**config.mk**
```make
export PLATFORM = sky130hd
export DESIGN_NAME = http_chunked_body_decoder
export DESIGN_NICKNAME = d
export VERILOG_FILES = /design/src/hcbd_pkg.sv /design/src/hcbd_parser.sv /design/src/http_chunked_body_decoder.sv
export VERILOG_INCLUDE_DIRS = /design/src /design/src/src
export SDC_FILE = /design/constraint.sdc
export NUM_CORES = 1
export LEC_CHECK = 0
export BUFFER_PORTS_ARGS = -buffer_cell sky130_fd_sc_hd__buf_4
export CELL_PAD_IN_SITES_DETAIL_PLACEMENT = 0
export CELL_PAD_IN_SITES_GLOBAL_PLACEMENT = 2
export CORE_MARGIN = 5
export CORE_UTILIZATION = 35
export DETAILED_ROUTE_END_ITERATION = 10
export PLACE_DENSITY_LB_ADDON = 0.1
export SLEW_MARGIN = 20
export SYNTH_ARGS = -nofsm -noshare
export SYNTH_HDL_FRONTEND = slang
export SYNTH_SLANG_ARGS = --single-unit
```
**constraint.sdc**
```tcl
create_clock -name i_clk -period 9.3 [get_ports i_clk]
set_clock_uncertainty 0.15 [all_clocks]
set_input_delay 0.93 -clock i_clk [delete_from_list [all_inputs] [get_ports i_clk]]
set_output_delay 0.93 -clock i_clk [all_outputs]
set_load 0.005 [all_outputs]
```
**src/http_chunked_body_decoder_macros.svh**
```systemverilog
// ----------------------------------------------------------------------------
// Assertion macros for the chunked body decoder
// Property forms used by the chunked body parser.
// ----------------------------------------------------------------------------
`ifndef HTTP_CHUNKED_BODY_DECODER_MACROS_SVH
`define HTTP_CHUNKED_BODY_DECODER_MACROS_SVH

// The consequent must hold in the same cycle as the antecedent.
`define HCBD_ASSERT_SAME(label, clk, rst_n, ante, cons, msg) \
    label: assert property (@(posedge clk) disable iff (!rst_n) (ante) |-> (cons)) \
        else $error(msg);

// The consequent must hold in the cycle after the antecedent.
`define HCBD_ASSERT_NEXT(label, clk, rst_n, ante, cons, msg) \
    label: assert property (@(posedge clk) disable iff (!rst_n) (ante) |=> (cons)) \
        else $error(msg);

`endif

```
**src/hcbd_pkg.sv**
```systemverilog
// ----------------------------------------------------------------------------
// Chunked body decoder package
// Phase encoding, framing characters, result record and hex digit decode.
// ----------------------------------------------------------------------------
package hcbd_pkg;

    typedef enum logic [2:0] {
        PH_SIZE    = 3'd0,
        PH_EXT     = 3'd1,
        PH_SIZE_LF = 3'd2,
        PH_DATA    = 3'd3,
        PH_DATA_CR = 3'd4,
        PH_DATA_LF = 3'd5,
        PH_DONE    = 3'd6,
        PH_ERROR   = 3'd7
    } t_phase;

    localparam logic [7:0] CH_CR   = 8'h0D;
    localparam logic [7:0] CH_LF   = 8'h0A;
    localparam logic [7:0] CH_SEMI = 8'h3B;
    localparam logic [7:0] CH_SP   = 8'h20;
    localparam logic [7:0] CH_TAB  = 8'h09;

    localparam int unsigned DIGIT_CNT_W = 4;
    localparam logic [DIGIT_CNT_W-1:0] DIGIT_CNT_MAX = '1;

    typedef struct packed {
        logic       valid;
        logic [7:0] payload;
        logic       body_end;
        logic       format_error;
    } t_result;

    typedef struct packed {
        logic       ok;
        logic [3:0] val;
    } t_hex;

    function automatic t_hex hex_decode(input logic [7:0] c);
        t_hex h;
        h.ok  = 1'b0;
        h.val = 4'd0;
        if (c >= 8'h30 && c <= 8'h39) begin
            h.ok  = 1'b1;
            h.val = 4'(c - 8'h30);
        end else if (c >= 8'h61 && c <= 8'h66) begin
            h.ok  = 1'b1;
            h.val = 4'(c - 8'h57);
        end else if (c >= 8'h41 && c <= 8'h46) begin
            h.ok  = 1'b1;
            h.val = 4'(c - 8'h37);
        end
        return h;
    endfunction

endpackage

```
**src/hcbd_parser.sv**
```systemverilog
// ----------------------------------------------------------------------------
// Chunked body parser
// Holds the framing state and turns one body byte into at most one result.
// ----------------------------------------------------------------------------
`include "http_chunked_body_decoder_macros.svh"

module hcbd_parser
    import hcbd_pkg::*;
#(
    parameter int unsigned SIZE_BITS = 32
) (
    input  logic       i_clk,
    input  logic       i_rst_n,
    input  logic       i_en,
    input  logic [7:0] i_byte,
    input  logic       i_new,
    output t_result    o_res
);

    t_phase                 r_phase, n_phase;
    logic [SIZE_BITS-1:0]   r_rem, n_rem;
    logic [DIGIT_CNT_W-1:0] r_cnt, n_cnt;

    t_phase                 eff_phase;
    logic [SIZE_BITS-1:0]   eff_rem;
    logic [SIZE_BITS-1:0]   rem_dec;
    logic [DIGIT_CNT_W-1:0] eff_cnt;
    t_hex                   hex;
    t_result                res;

    always_ff @(posedge i_clk) begin
        if (!i_rst_n) begin
            r_phase <= PH_SIZE;
            r_rem   <= '0;
            r_cnt   <= '0;
        end else begin
            r_phase <= n_phase;
            r_rem   <= n_rem;
            r_cnt   <= n_cnt;
        end
    end

    always_comb begin
        eff_phase = i_new ? PH_SIZE : r_phase;
        eff_rem   = i_new ? '0 : r_rem;
        eff_cnt   = i_new ? '0 : r_cnt;
        hex       = hex_decode(i_byte);
        rem_dec   = eff_rem - SIZE_BITS'(1);
        n_phase   = r_phase;
        n_rem     = r_rem;
        n_cnt     = r_cnt;
        res       = '0;
        if (i_en) begin
            n_phase = eff_phase;
            n_rem   = eff_rem;
            n_cnt   = eff_cnt;
            unique case (eff_phase)
                PH_SIZE: begin
                    if (hex.ok) begin
                        if (eff_rem[SIZE_BITS-1 -: 4] != 4'd0) begin
                            n_phase          = PH_ERROR;
                            res.valid        = 1'b1;
                            res.format_error = 1'b1;
                        end else begin
                            n_rem = {eff_rem[SIZE_BITS-5:0], hex.val};
                            if (eff_cnt != DIGIT_CNT_MAX) begin
                                n_cnt = eff_cnt + DIGIT_CNT_W'(1);
                            end
                        end
                    end else if (eff_cnt != '0 &&
                                 (i_byte == CH_SEMI || i_byte == CH_SP ||
                                  i_byte == CH_TAB)) begin
                        n_phase = PH_EXT;
                    end else if (eff_cnt != '0 && i_byte == CH_CR) begin
                        n_phase = PH_SIZE_LF;
                    end else begin
                        n_phase          = PH_ERROR;
                        res.valid        = 1'b1;
                        res.format_error = 1'b1;
                    end
                end
                PH_EXT: begin
                    if (i_byte == CH_CR) begin
                        n_phase = PH_SIZE_LF;
                    end
                end
                PH_SIZE_LF: begin
                    if (i_byte != CH_LF) begin
                        n_phase          = PH_ERROR;
                        res.valid        = 1'b1;
                        res.format_error = 1'b1;
                    end else if (eff_rem == '0) begin
                        n_phase      = PH_DONE;
                        res.valid    = 1'b1;
                        res.body_end = 1'b1;
                    end else begin
                        n_phase = PH_DATA;
                    end
                end
                PH_DATA: begin
                    n_rem       = rem_dec;
                    res.valid   = 1'b1;
                    res.payload = i_byte;
                    if (rem_dec == '0) begin
                        n_phase = PH_DATA_CR;
                    end
                end
                PH_DATA_CR: begin
                    if (i_byte != CH_CR) begin
                        n_phase          = PH_ERROR;
                        res.valid        = 1'b1;
                        res.format_error = 1'b1;
                    end else begin
                        n_phase = PH_DATA_LF;
                    end
                end
                PH_DATA_LF: begin
                    if (i_byte != CH_LF) begin
                        n_phase          = PH_ERROR;
                        res.valid        = 1'b1;
                        res.format_error = 1'b1;
                    end else begin
                        n_phase = PH_SIZE;
                        n_rem   = '0;
                        n_cnt   = '0;
                    end
                end
                PH_DONE: begin
                end
                PH_ERROR: begin
                    res.valid        = 1'b1;
                    res.format_error = 1'b1;
                end
            endcase
        end
    end

    assign o_res = res;

    `HCBD_ASSERT_SAME(a_end_err_excl, i_clk, i_rst_n, res.valid,
        !(res.body_end && res.format_error), "end and error flagged together")
    `HCBD_ASSERT_NEXT(a_err_sticky, i_clk, i_rst_n,
        r_phase == PH_ERROR && !(i_en && i_new), r_phase == PH_ERROR,
        "error state left without a new body")
    `HCBD_ASSERT_SAME(a_data_emits, i_clk, i_rst_n, i_en && !i_new && r_phase == PH_DATA,
        res.valid && !res.body_end && !res.format_error, "payload byte produced no result")
    `HCBD_ASSERT_SAME(a_data_nonzero, i_clk, i_rst_n, r_phase == PH_DATA, r_rem != '0,
        "payload phase with no bytes left")

endmodule

```
**src/http_chunked_body_decoder.sv**
```systemverilog
// ----------------------------------------------------------------------------
// HTTP chunked body decoder
// Input register, chunk framing parser and registered result stage.
// ----------------------------------------------------------------------------
// The decoder takes one body byte per clock cycle while the result side is
// not stalled, and returns each payload byte, a body end marker or an error
// marker through the input register and then the result register.
// The result register decouples the two sides, so an empty input register
// takes a new byte while a finished result still waits for the downstream ready.

module http_chunked_body_decoder
    import hcbd_pkg::*;
#(
    parameter int unsigned SIZE_BITS = 32
) (
    input  logic       i_clk,
    input  logic       i_rst_n,
    input  logic       s_axis_tvalid,
    output logic       s_axis_tready,
    input  logic [7:0] s_axis_tdata,   // [7:0] body_byte
    input  logic       s_axis_tuser,   // [0] new_body
    output logic       m_axis_tvalid,
    input  logic       m_axis_tready,
    output logic [7:0] m_axis_tdata,   // [7:0] payload_byte
    output logic [1:0] m_axis_tuser    // [0] body_end, [1] format_error
);

    logic       r_in_valid;
    logic [7:0] r_in_byte;
    logic       r_in_new;
    logic       r_out_valid;
    logic [7:0] r_out_payload;
    logic       r_out_end;
    logic       r_out_err;
    logic       advance;
    logic       in_take;
    t_result    res;

    assign advance       = !r_out_valid || m_axis_tready;
    assign s_axis_tready = !r_in_valid || advance;
    assign in_take       = s_axis_tvalid && s_axis_tready;

    always_ff @(posedge i_clk) begin
        if (!i_rst_n) begin
            r_in_valid <= 1'b0;
        end else if (in_take) begin
            r_in_valid <= 1'b1;
        end else if (advance) begin
            r_in_valid <= 1'b0;
        end
    end

    always_ff @(posedge i_clk) begin
        if (in_take) begin
            r_in_byte <= s_axis_tdata;
            r_in_new  <= s_axis_tuser;
        end
    end

    hcbd_parser #(
        .SIZE_BITS (SIZE_BITS)
    ) u_parser (
        .i_clk   (i_clk),
        .i_rst_n (i_rst_n),
        .i_en    (r_in_valid && advance),
        .i_byte  (r_in_byte),
        .i_new   (r_in_new),
        .o_res   (res)
    );

    always_ff @(posedge i_clk) begin
        if (!i_rst_n) begin
            r_out_valid <= 1'b0;
        end else if (advance) begin
            r_out_valid <= res.valid;
        end
    end

    always_ff @(posedge i_clk) begin
        if (advance && res.valid) begin
            r_out_payload <= res.payload;
            r_out_end     <= res.body_end;
            r_out_err     <= res.format_error;
        end
    end

    assign m_axis_tvalid = r_out_valid;
    assign m_axis_tdata  = r_out_payload;
    assign m_axis_tuser  = {r_out_err, r_out_end};

endmodule
```
# ---- Word level (Yosys, flattened, before mapping)
# Index checks and enable logic that the tools add are counted.
dict set report op_classes {
  addsub 5
  n_lt_le_gt_ge 6
  n_eq_ne 13
  n_mux 42
  n_bitwise 2
  n_reduce_logical 24
}
# op count
set ops {}
lappend ops {{2-to-1 mux 32 bit} 4}
lappend ops {{one-hot mux 32 bit (3 select lines)} 1}
lappend ops {{logical NOT 32 bit} 2}
lappend ops {{subtractor 32 x 1 -> 32 bit (second input constant)} 1}
lappend ops {{2-to-1 mux 3 bit} 10}
lappend ops {{2-to-1 mux 4 bit} 5}
lappend ops {{one-hot mux 3 bit (6 select lines)} 1}
lappend ops {{== test 8 x 4 -> 1 bit (second input constant)} 2}
lappend ops {{== test 8 x 6 -> 1 bit (second input constant)} 2}
lappend ops {{greater-or-equal comparator 8 x 7 -> 1 bit (second input constant)} 2}
lappend ops {{<= comparator 8 x 7 -> 1 bit (second input constant)} 2}
lappend ops {{!= test 8 x 4 -> 1 bit (second input constant)} 2}
lappend ops {{2-to-1 mux 5 bit} 3}
lappend ops {{2-to-1 mux 1 bit} 12}
lappend ops {{2-to-1 mux 11 bit} 1}
lappend ops {{== test 3 bit (second input constant)} 3}
lappend ops {{greater-or-equal comparator 8 x 6 -> 1 bit (second input constant)} 1}
lappend ops {{<= comparator 8 x 6 -> 1 bit (second input constant)} 1}
lappend ops {{logical AND 1 bit} 8}
lappend ops {{2-to-1 mux 8 bit} 1}
lappend ops {{one-hot mux 4 bit (2 select lines)} 1}
lappend ops {{nonzero test 4 bit} 2}
lappend ops {{subtractor 4 x 3 -> 4 bit (second input constant)} 2}
lappend ops {{== test 3 x 2 -> 1 bit (second input constant)} 2}
lappend ops {{other kinds (15)} 21}
dict set report word_totals {
  reg_bits 60
  inputBits 13
  out_inout_bits 12
  elab_cells 102
}

# ---- Logic depth before layout (Yosys ltp)
dict set report logic_depth {
  depth_word 9
  depth_mapped 17
  ltp_nobuf 12
}

# ---- Cells and area by module
# From an unflattened synthesis, not the netlist that was laid out.
dict set report hier_totals {
  hier_cells 590
  area_unflattened_um2 4530.6
}
# module n_inst cells_per_inst area_each_um2 seq_area_each_um2
set modules_own_cells {}
lappend modules_own_cells {hcbd_parser 1 559 3844.9 780.7}
lappend modules_own_cells {http_chunked_body_decoder 1 31 685.7 610.6}

# ---- Least setup slack after synthesis
# No wires, ideal clock.
dict set report synth_path {
  path_type {register -> register}
  start {reg r_in_new}
  end {reg r_out_payload[0], in the netlist m_axis_tdata[0], enable pin}
  setup_time_ns 0.385
  arrival_ns 3.794
  required_time_ns 8.765
  path_slack_ns 4.971
  stages_incl_launch_ff 17
  n_path_buf 6
  synth_period_minus_slack_ns 4.329
  cell_sequence {edfxtp_1 -> inv_1 -> clkbuf_1 -> buf_1 -> nand2_1 -> ha_1 -> buf_2 -> or3b_1 -> clkbuf_1 -> or4_1 -> buf_2 -> buf_2 -> o21ai_1 -> o21ai_0 -> nor3_1 -> o21ai_0 -> a31oi_1}
}
dict set report synth_between {
  elab_chain_len 9
  word_cells_on_any_way 24
  cone_classes {eq/ne (5); mux (11); reduce/logical (8)}
}
# item line_no
set synth_lines {}
lappend synth_lines {{from (decl)} http_chunked_body_decoder.sv:30} ;# logic r_in_new;
lappend synth_lines {{from (signal assigned)} http_chunked_body_decoder.sv:56} ;# r_in_new <= s_axis_tuser;
lappend synth_lines {{2-to-1 mux 4 bit} hcbd_parser.sv:46} ;# eff_cnt = i_new ? '0 : r_cnt;
lappend synth_lines {{nonzero test 4 bit} {hcbd_parser.sv:70, hcbd_parser.sv:74}}
lappend synth_lines {{logical AND 1 bit} hcbd_parser.sv:74} ;# end else if (eff_cnt != '0 && i_byte == CH_CR) begin
lappend synth_lines {{2-to-1 mux 1 bit} hcbd_parser.sv:74}
lappend synth_lines {{2-to-1 mux 1 bit} hcbd_parser.sv:70} ;# end else if (eff_cnt != '0 &&
lappend synth_lines {{2-to-1 mux 1 bit} hcbd_parser.sv:59} ;# if (hex.ok) begin
lappend synth_lines {{one-hot mux 1 bit (5 select lines) *} hcbd_parser.sv:57} ;# unique case (eff_phase)
lappend synth_lines {{2-to-1 mux 11 bit *} hcbd_parser.sv:53} ;# if (i_en) begin
lappend synth_lines {{logical AND 1 bit *} http_chunked_body_decoder.sv:80} ;# if (advance && res.valid) begin
lappend synth_lines {{to (signal assigned)} http_chunked_body_decoder.sv:81} ;# r_out_payload <= res.payload;
lappend synth_lines {{to (decl)} http_chunked_body_decoder.sv:32} ;# logic [7:0] r_out_payload;
# Every way passes the cells marked *; elsewhere a longest branch is shown, timed or not.
# A chain may end at the register's enable or synchronous reset.

# ---- Worst setup path in the final report
dict set report layout_path {
  start {reg r_in_new}
  end {reg r_out_payload[1], in the netlist m_axis_tdata[1], enable pin}
}
# The elaborated chain is that of the path after synthesis.

==> run_results.csv <==
group,metric,value,unit
timing,fin_crit,4700,ps
critical_path,required,9120,ps
logic_synthesis,synth_area,4170,um2
timing,finalSetupTns,0,ps
place,dp_hpwl,9460,um
min_path,min-delay-path-class,"register to register",
drt,post_drt_via_cell_ratio,6.21,
floorplanning,rows,39,
power_and_ir_drop,clockPowerShare,46.7,%
grt,gr-total-overflow,0,
power_and_ir_drop,total_power,0.000727,W
critical_path,worst_setup_path_end_kind,"register",
place,io_buffers,24,
critical_path,slowest_stage,"or4_1",
timing,tightest_slew,954,ps
drt,drtIter0Drc,533,
grt,grt_pass1_wl,22400,um
power_and_ir_drop,worst_ir_drop_vdd,121,uV
logic_synthesis,syn_inst,536,
timing,slew_violations,0,
logic_synthesis,ys.flop_type,"dfxtp_1",
critical_path,cp_slowest_stage_delay,790,ps
critical_path,path_class,"register to register",
cells_and_area,nNetsFinal,555,
floorplanning,ioPinCount,25,
drt,wl,13700,um
logic_synthesis,yosys-top-cells-area,"dfxtp_1, edfxtp_1, o21ai_0",
timing,relSlewSlack,35.7,%
critical_path,crit_start,"r_in_new",
critical_path,cp_data_arrival_time,4520,ps
min_path,whs_path_depth,2,
logic_synthesis,yosys.cell_types.count,64,
min_path,min_to,"u_parser.r_rem[15]",
logic_synthesis,ys_top_cells_by_count,"nand2_1, o21ai_0, dfxtp_1, nor2_1, clkbuf_1",
critical_path,cp_common_cell,"o21ai_0",
floorplanning,initial_core_util,36.0,%
power_and_ir_drop,power_density,155,nW/um2
critical_path,reg2reg_to,"m_axis_tdata[1]",
clocking,cts_max_level,3,
cells_and_area,drive_gt1_share,9.85,%
drt,remaining_drc_errors,0,
clocking,cts_tree,"yes",
clocking,cts_hold_buf,0,
status,status,"finished, final reports clean",
logic_synthesis,syn-num-nets,558,
clocking,clkSlewWorstSetupHoldPaths,50,ps
clocking,insertion_delay,340,ps
critical_path,path_max_fanout,48,
logic_synthesis,synthMostInstantiatedCell,"nand2_1",
power_and_ir_drop,swShare,27.9,%
cells_and_area,nFillCells,1191,
drt,num_vias,4226,
grt,grt_max_degree,49,
logic_synthesis,synth-edff-count,19,
timing,min_period_over_period,50.6,%
critical_path,critPathBufInv,2,
logic_synthesis,yosysTopAreaCell,"dfxtp_1",
critical_path,cp.depth,11,
drt,wl_per_cell,20.2,um
clocking,cts_buffers,9,
power_and_ir_drop,total_leakage_power,1.74,nW
grt,grtUsageTotal,19.9,%
timing,grt_setup_unrepaired,"no",
cells_and_area,antenna_cells,0,
clocking,post-cts-setup-buffers,0,
logic_synthesis,syn_area_per_cell,7.77,um2
floorplanning,die-height,119,um
logic_synthesis,ys.warnings.count,0,
logic_synthesis,ys_seq_area_share,33.4,%
place,place.gp.congestion,0.915,
cells_and_area,finish.utilization,40.7,%
grt,grt_pass1_vias,4041,
timing,fmax,213,MHz
power_and_ir_drop,power.share.sequential,39.8,%
logic_synthesis,async_reset_ff_share,0,%
logic_synthesis,synth_top_area_share,19.7,%
critical_path,r2r_start,"r_in_new",
clocking,cts-root-buf,"clkbuf_16",
power_and_ir_drop,p_int,0.000524,W
critical_path,rrSetupSlack,4600,ps
clocking,cts.sinks,60,
power_and_ir_drop,switching_power,0.000203,W
timing,setup_viol,0,
power_and_ir_drop,combPwrFrac,13.6,%
critical_path,r2r_cells,11,
critical_path,path_cells,"buf_4, inv_1, nand2_1, ha_1, or3b_1, or4_1, o21ai_1, o21ai_0, nor3_1, o21ai_0, a31oi_2",
floorplanning,die-area,14200,um2
critical_path,cp_top_family,"simple AND/OR/NAND/NOR gates",
cells_and_area,area_growth,12.9,%
floorplanning,fp.dieW,119,um
clocking,cts_resized,0,
timing,finalHoldViolCount,0,
drt,first_pass_iters,5,
drt,antenna_left,0,
clocking,clockBufferDepth,2,
job,max_cap_viol_count,0,
floorplanning,coreArea,11600,um2
grt,antenna_found_initial,0,
critical_path,cp-start-kind,"register",
logic_synthesis,synth.ff_latch_count,60,
min_path,min-delay-start,"u_parser.r_rem[15]",
## registers in the layout (all words and copies together), names as in the netlist
name / cells
u_parser.r_rem: 32
m_axis_tdata: 8
r_in_byte: 8
u_parser.r_cnt: 4
u_parser.r_phase: 3
m_axis_tvalid: 1
r_in_new: 1
r_in_valid: 1
r_out_end: 1
r_out_err: 1
## cells by family (layout without fill, tap and decap cells)
logic type      count (synthesis)  in the layout  synth area share (%)
compound gates                176            176                  27.9
xor+xnor                       15             15                  3.15
fa+ha+maj                       9              9                  2.70
buf+inv                        57             59                  5.47
flops                          60             60                  33.4
mux                             2              2                 0.511
simple gates                  217            217                  26.9
## metal layers
layer,global-route usage [%],routed length (um),up-vias
li1,-,-,2020
met1,29.2,6780,2036
met2,28.7,5860,148
met4,6.59,248,0
met5,0,0,-
met3,4.31,835,22
## power groups by stage
stage	sequential (W)	combinational [W]	clock, W
2_1_floorplan	0.000289	0.0000711	0
4_1_cts	0.000289	0.0000982	0.000348
3_5_place_dp	0.000294	0.0000978	0
6_report	0.000289	0.0000987	0.000339
5_1_grt	0.000290	0.000109	0.000360
3_3_place_gp	0.000294	0.0000977	0
## through the flow
step                hold WS (ps)  cells  area, um2  setup slack, ps
finish                       377    681       4700             4600
global route                 425    681       4700             4250
CTS                          379    681       4700             4600
detailed placement           377    665       4400             4610
global placement             367    665       4400             4430
floorplan                    325    536       4170             4970
## layout make-up
type	count	area (um2)	area share, %
Inverter	12	45.0	0.958
Timing Repair Buffer	31	233	4.95
Tap cell	143	179	3.81
Multi-Input combinational cell	419	2550	54.3
Sequential cell	60	1390	29.6
Clock inverter	7	75.1	1.60
Clock buffer	9	225	4.79
## worst min-delay path: stages (launching register included)
cell and delay, ps:
dfxtp_1 350, nand2_1 60, o21ai_0 60
## placed cells by master (no fill, tap or decap), types with 12 or more instances in the layout
cell      count
a21oi_1      32
buf_4        31
dfxtp_1      41
edfxtp_1     19
inv_1        12
nand2_1      55
nor2_1       41
nor3_1       17
nor4_1       20
o21ai_0      54
## how the worst max path moves through the flow
stage,end,slack [ps]
2_1_floorplan,m_axis_tdata[0],4970
3_3_place_gp,m_axis_tdata[4],4430
3_5_place_dp,m_axis_tdata[0],4610
4_1_cts,m_axis_tdata[1],4600
5_1_grt,m_axis_tdata[2],4250
6_report,m_axis_tdata[1],4600
No activity file was read; power rests on OpenSTA's default activity.
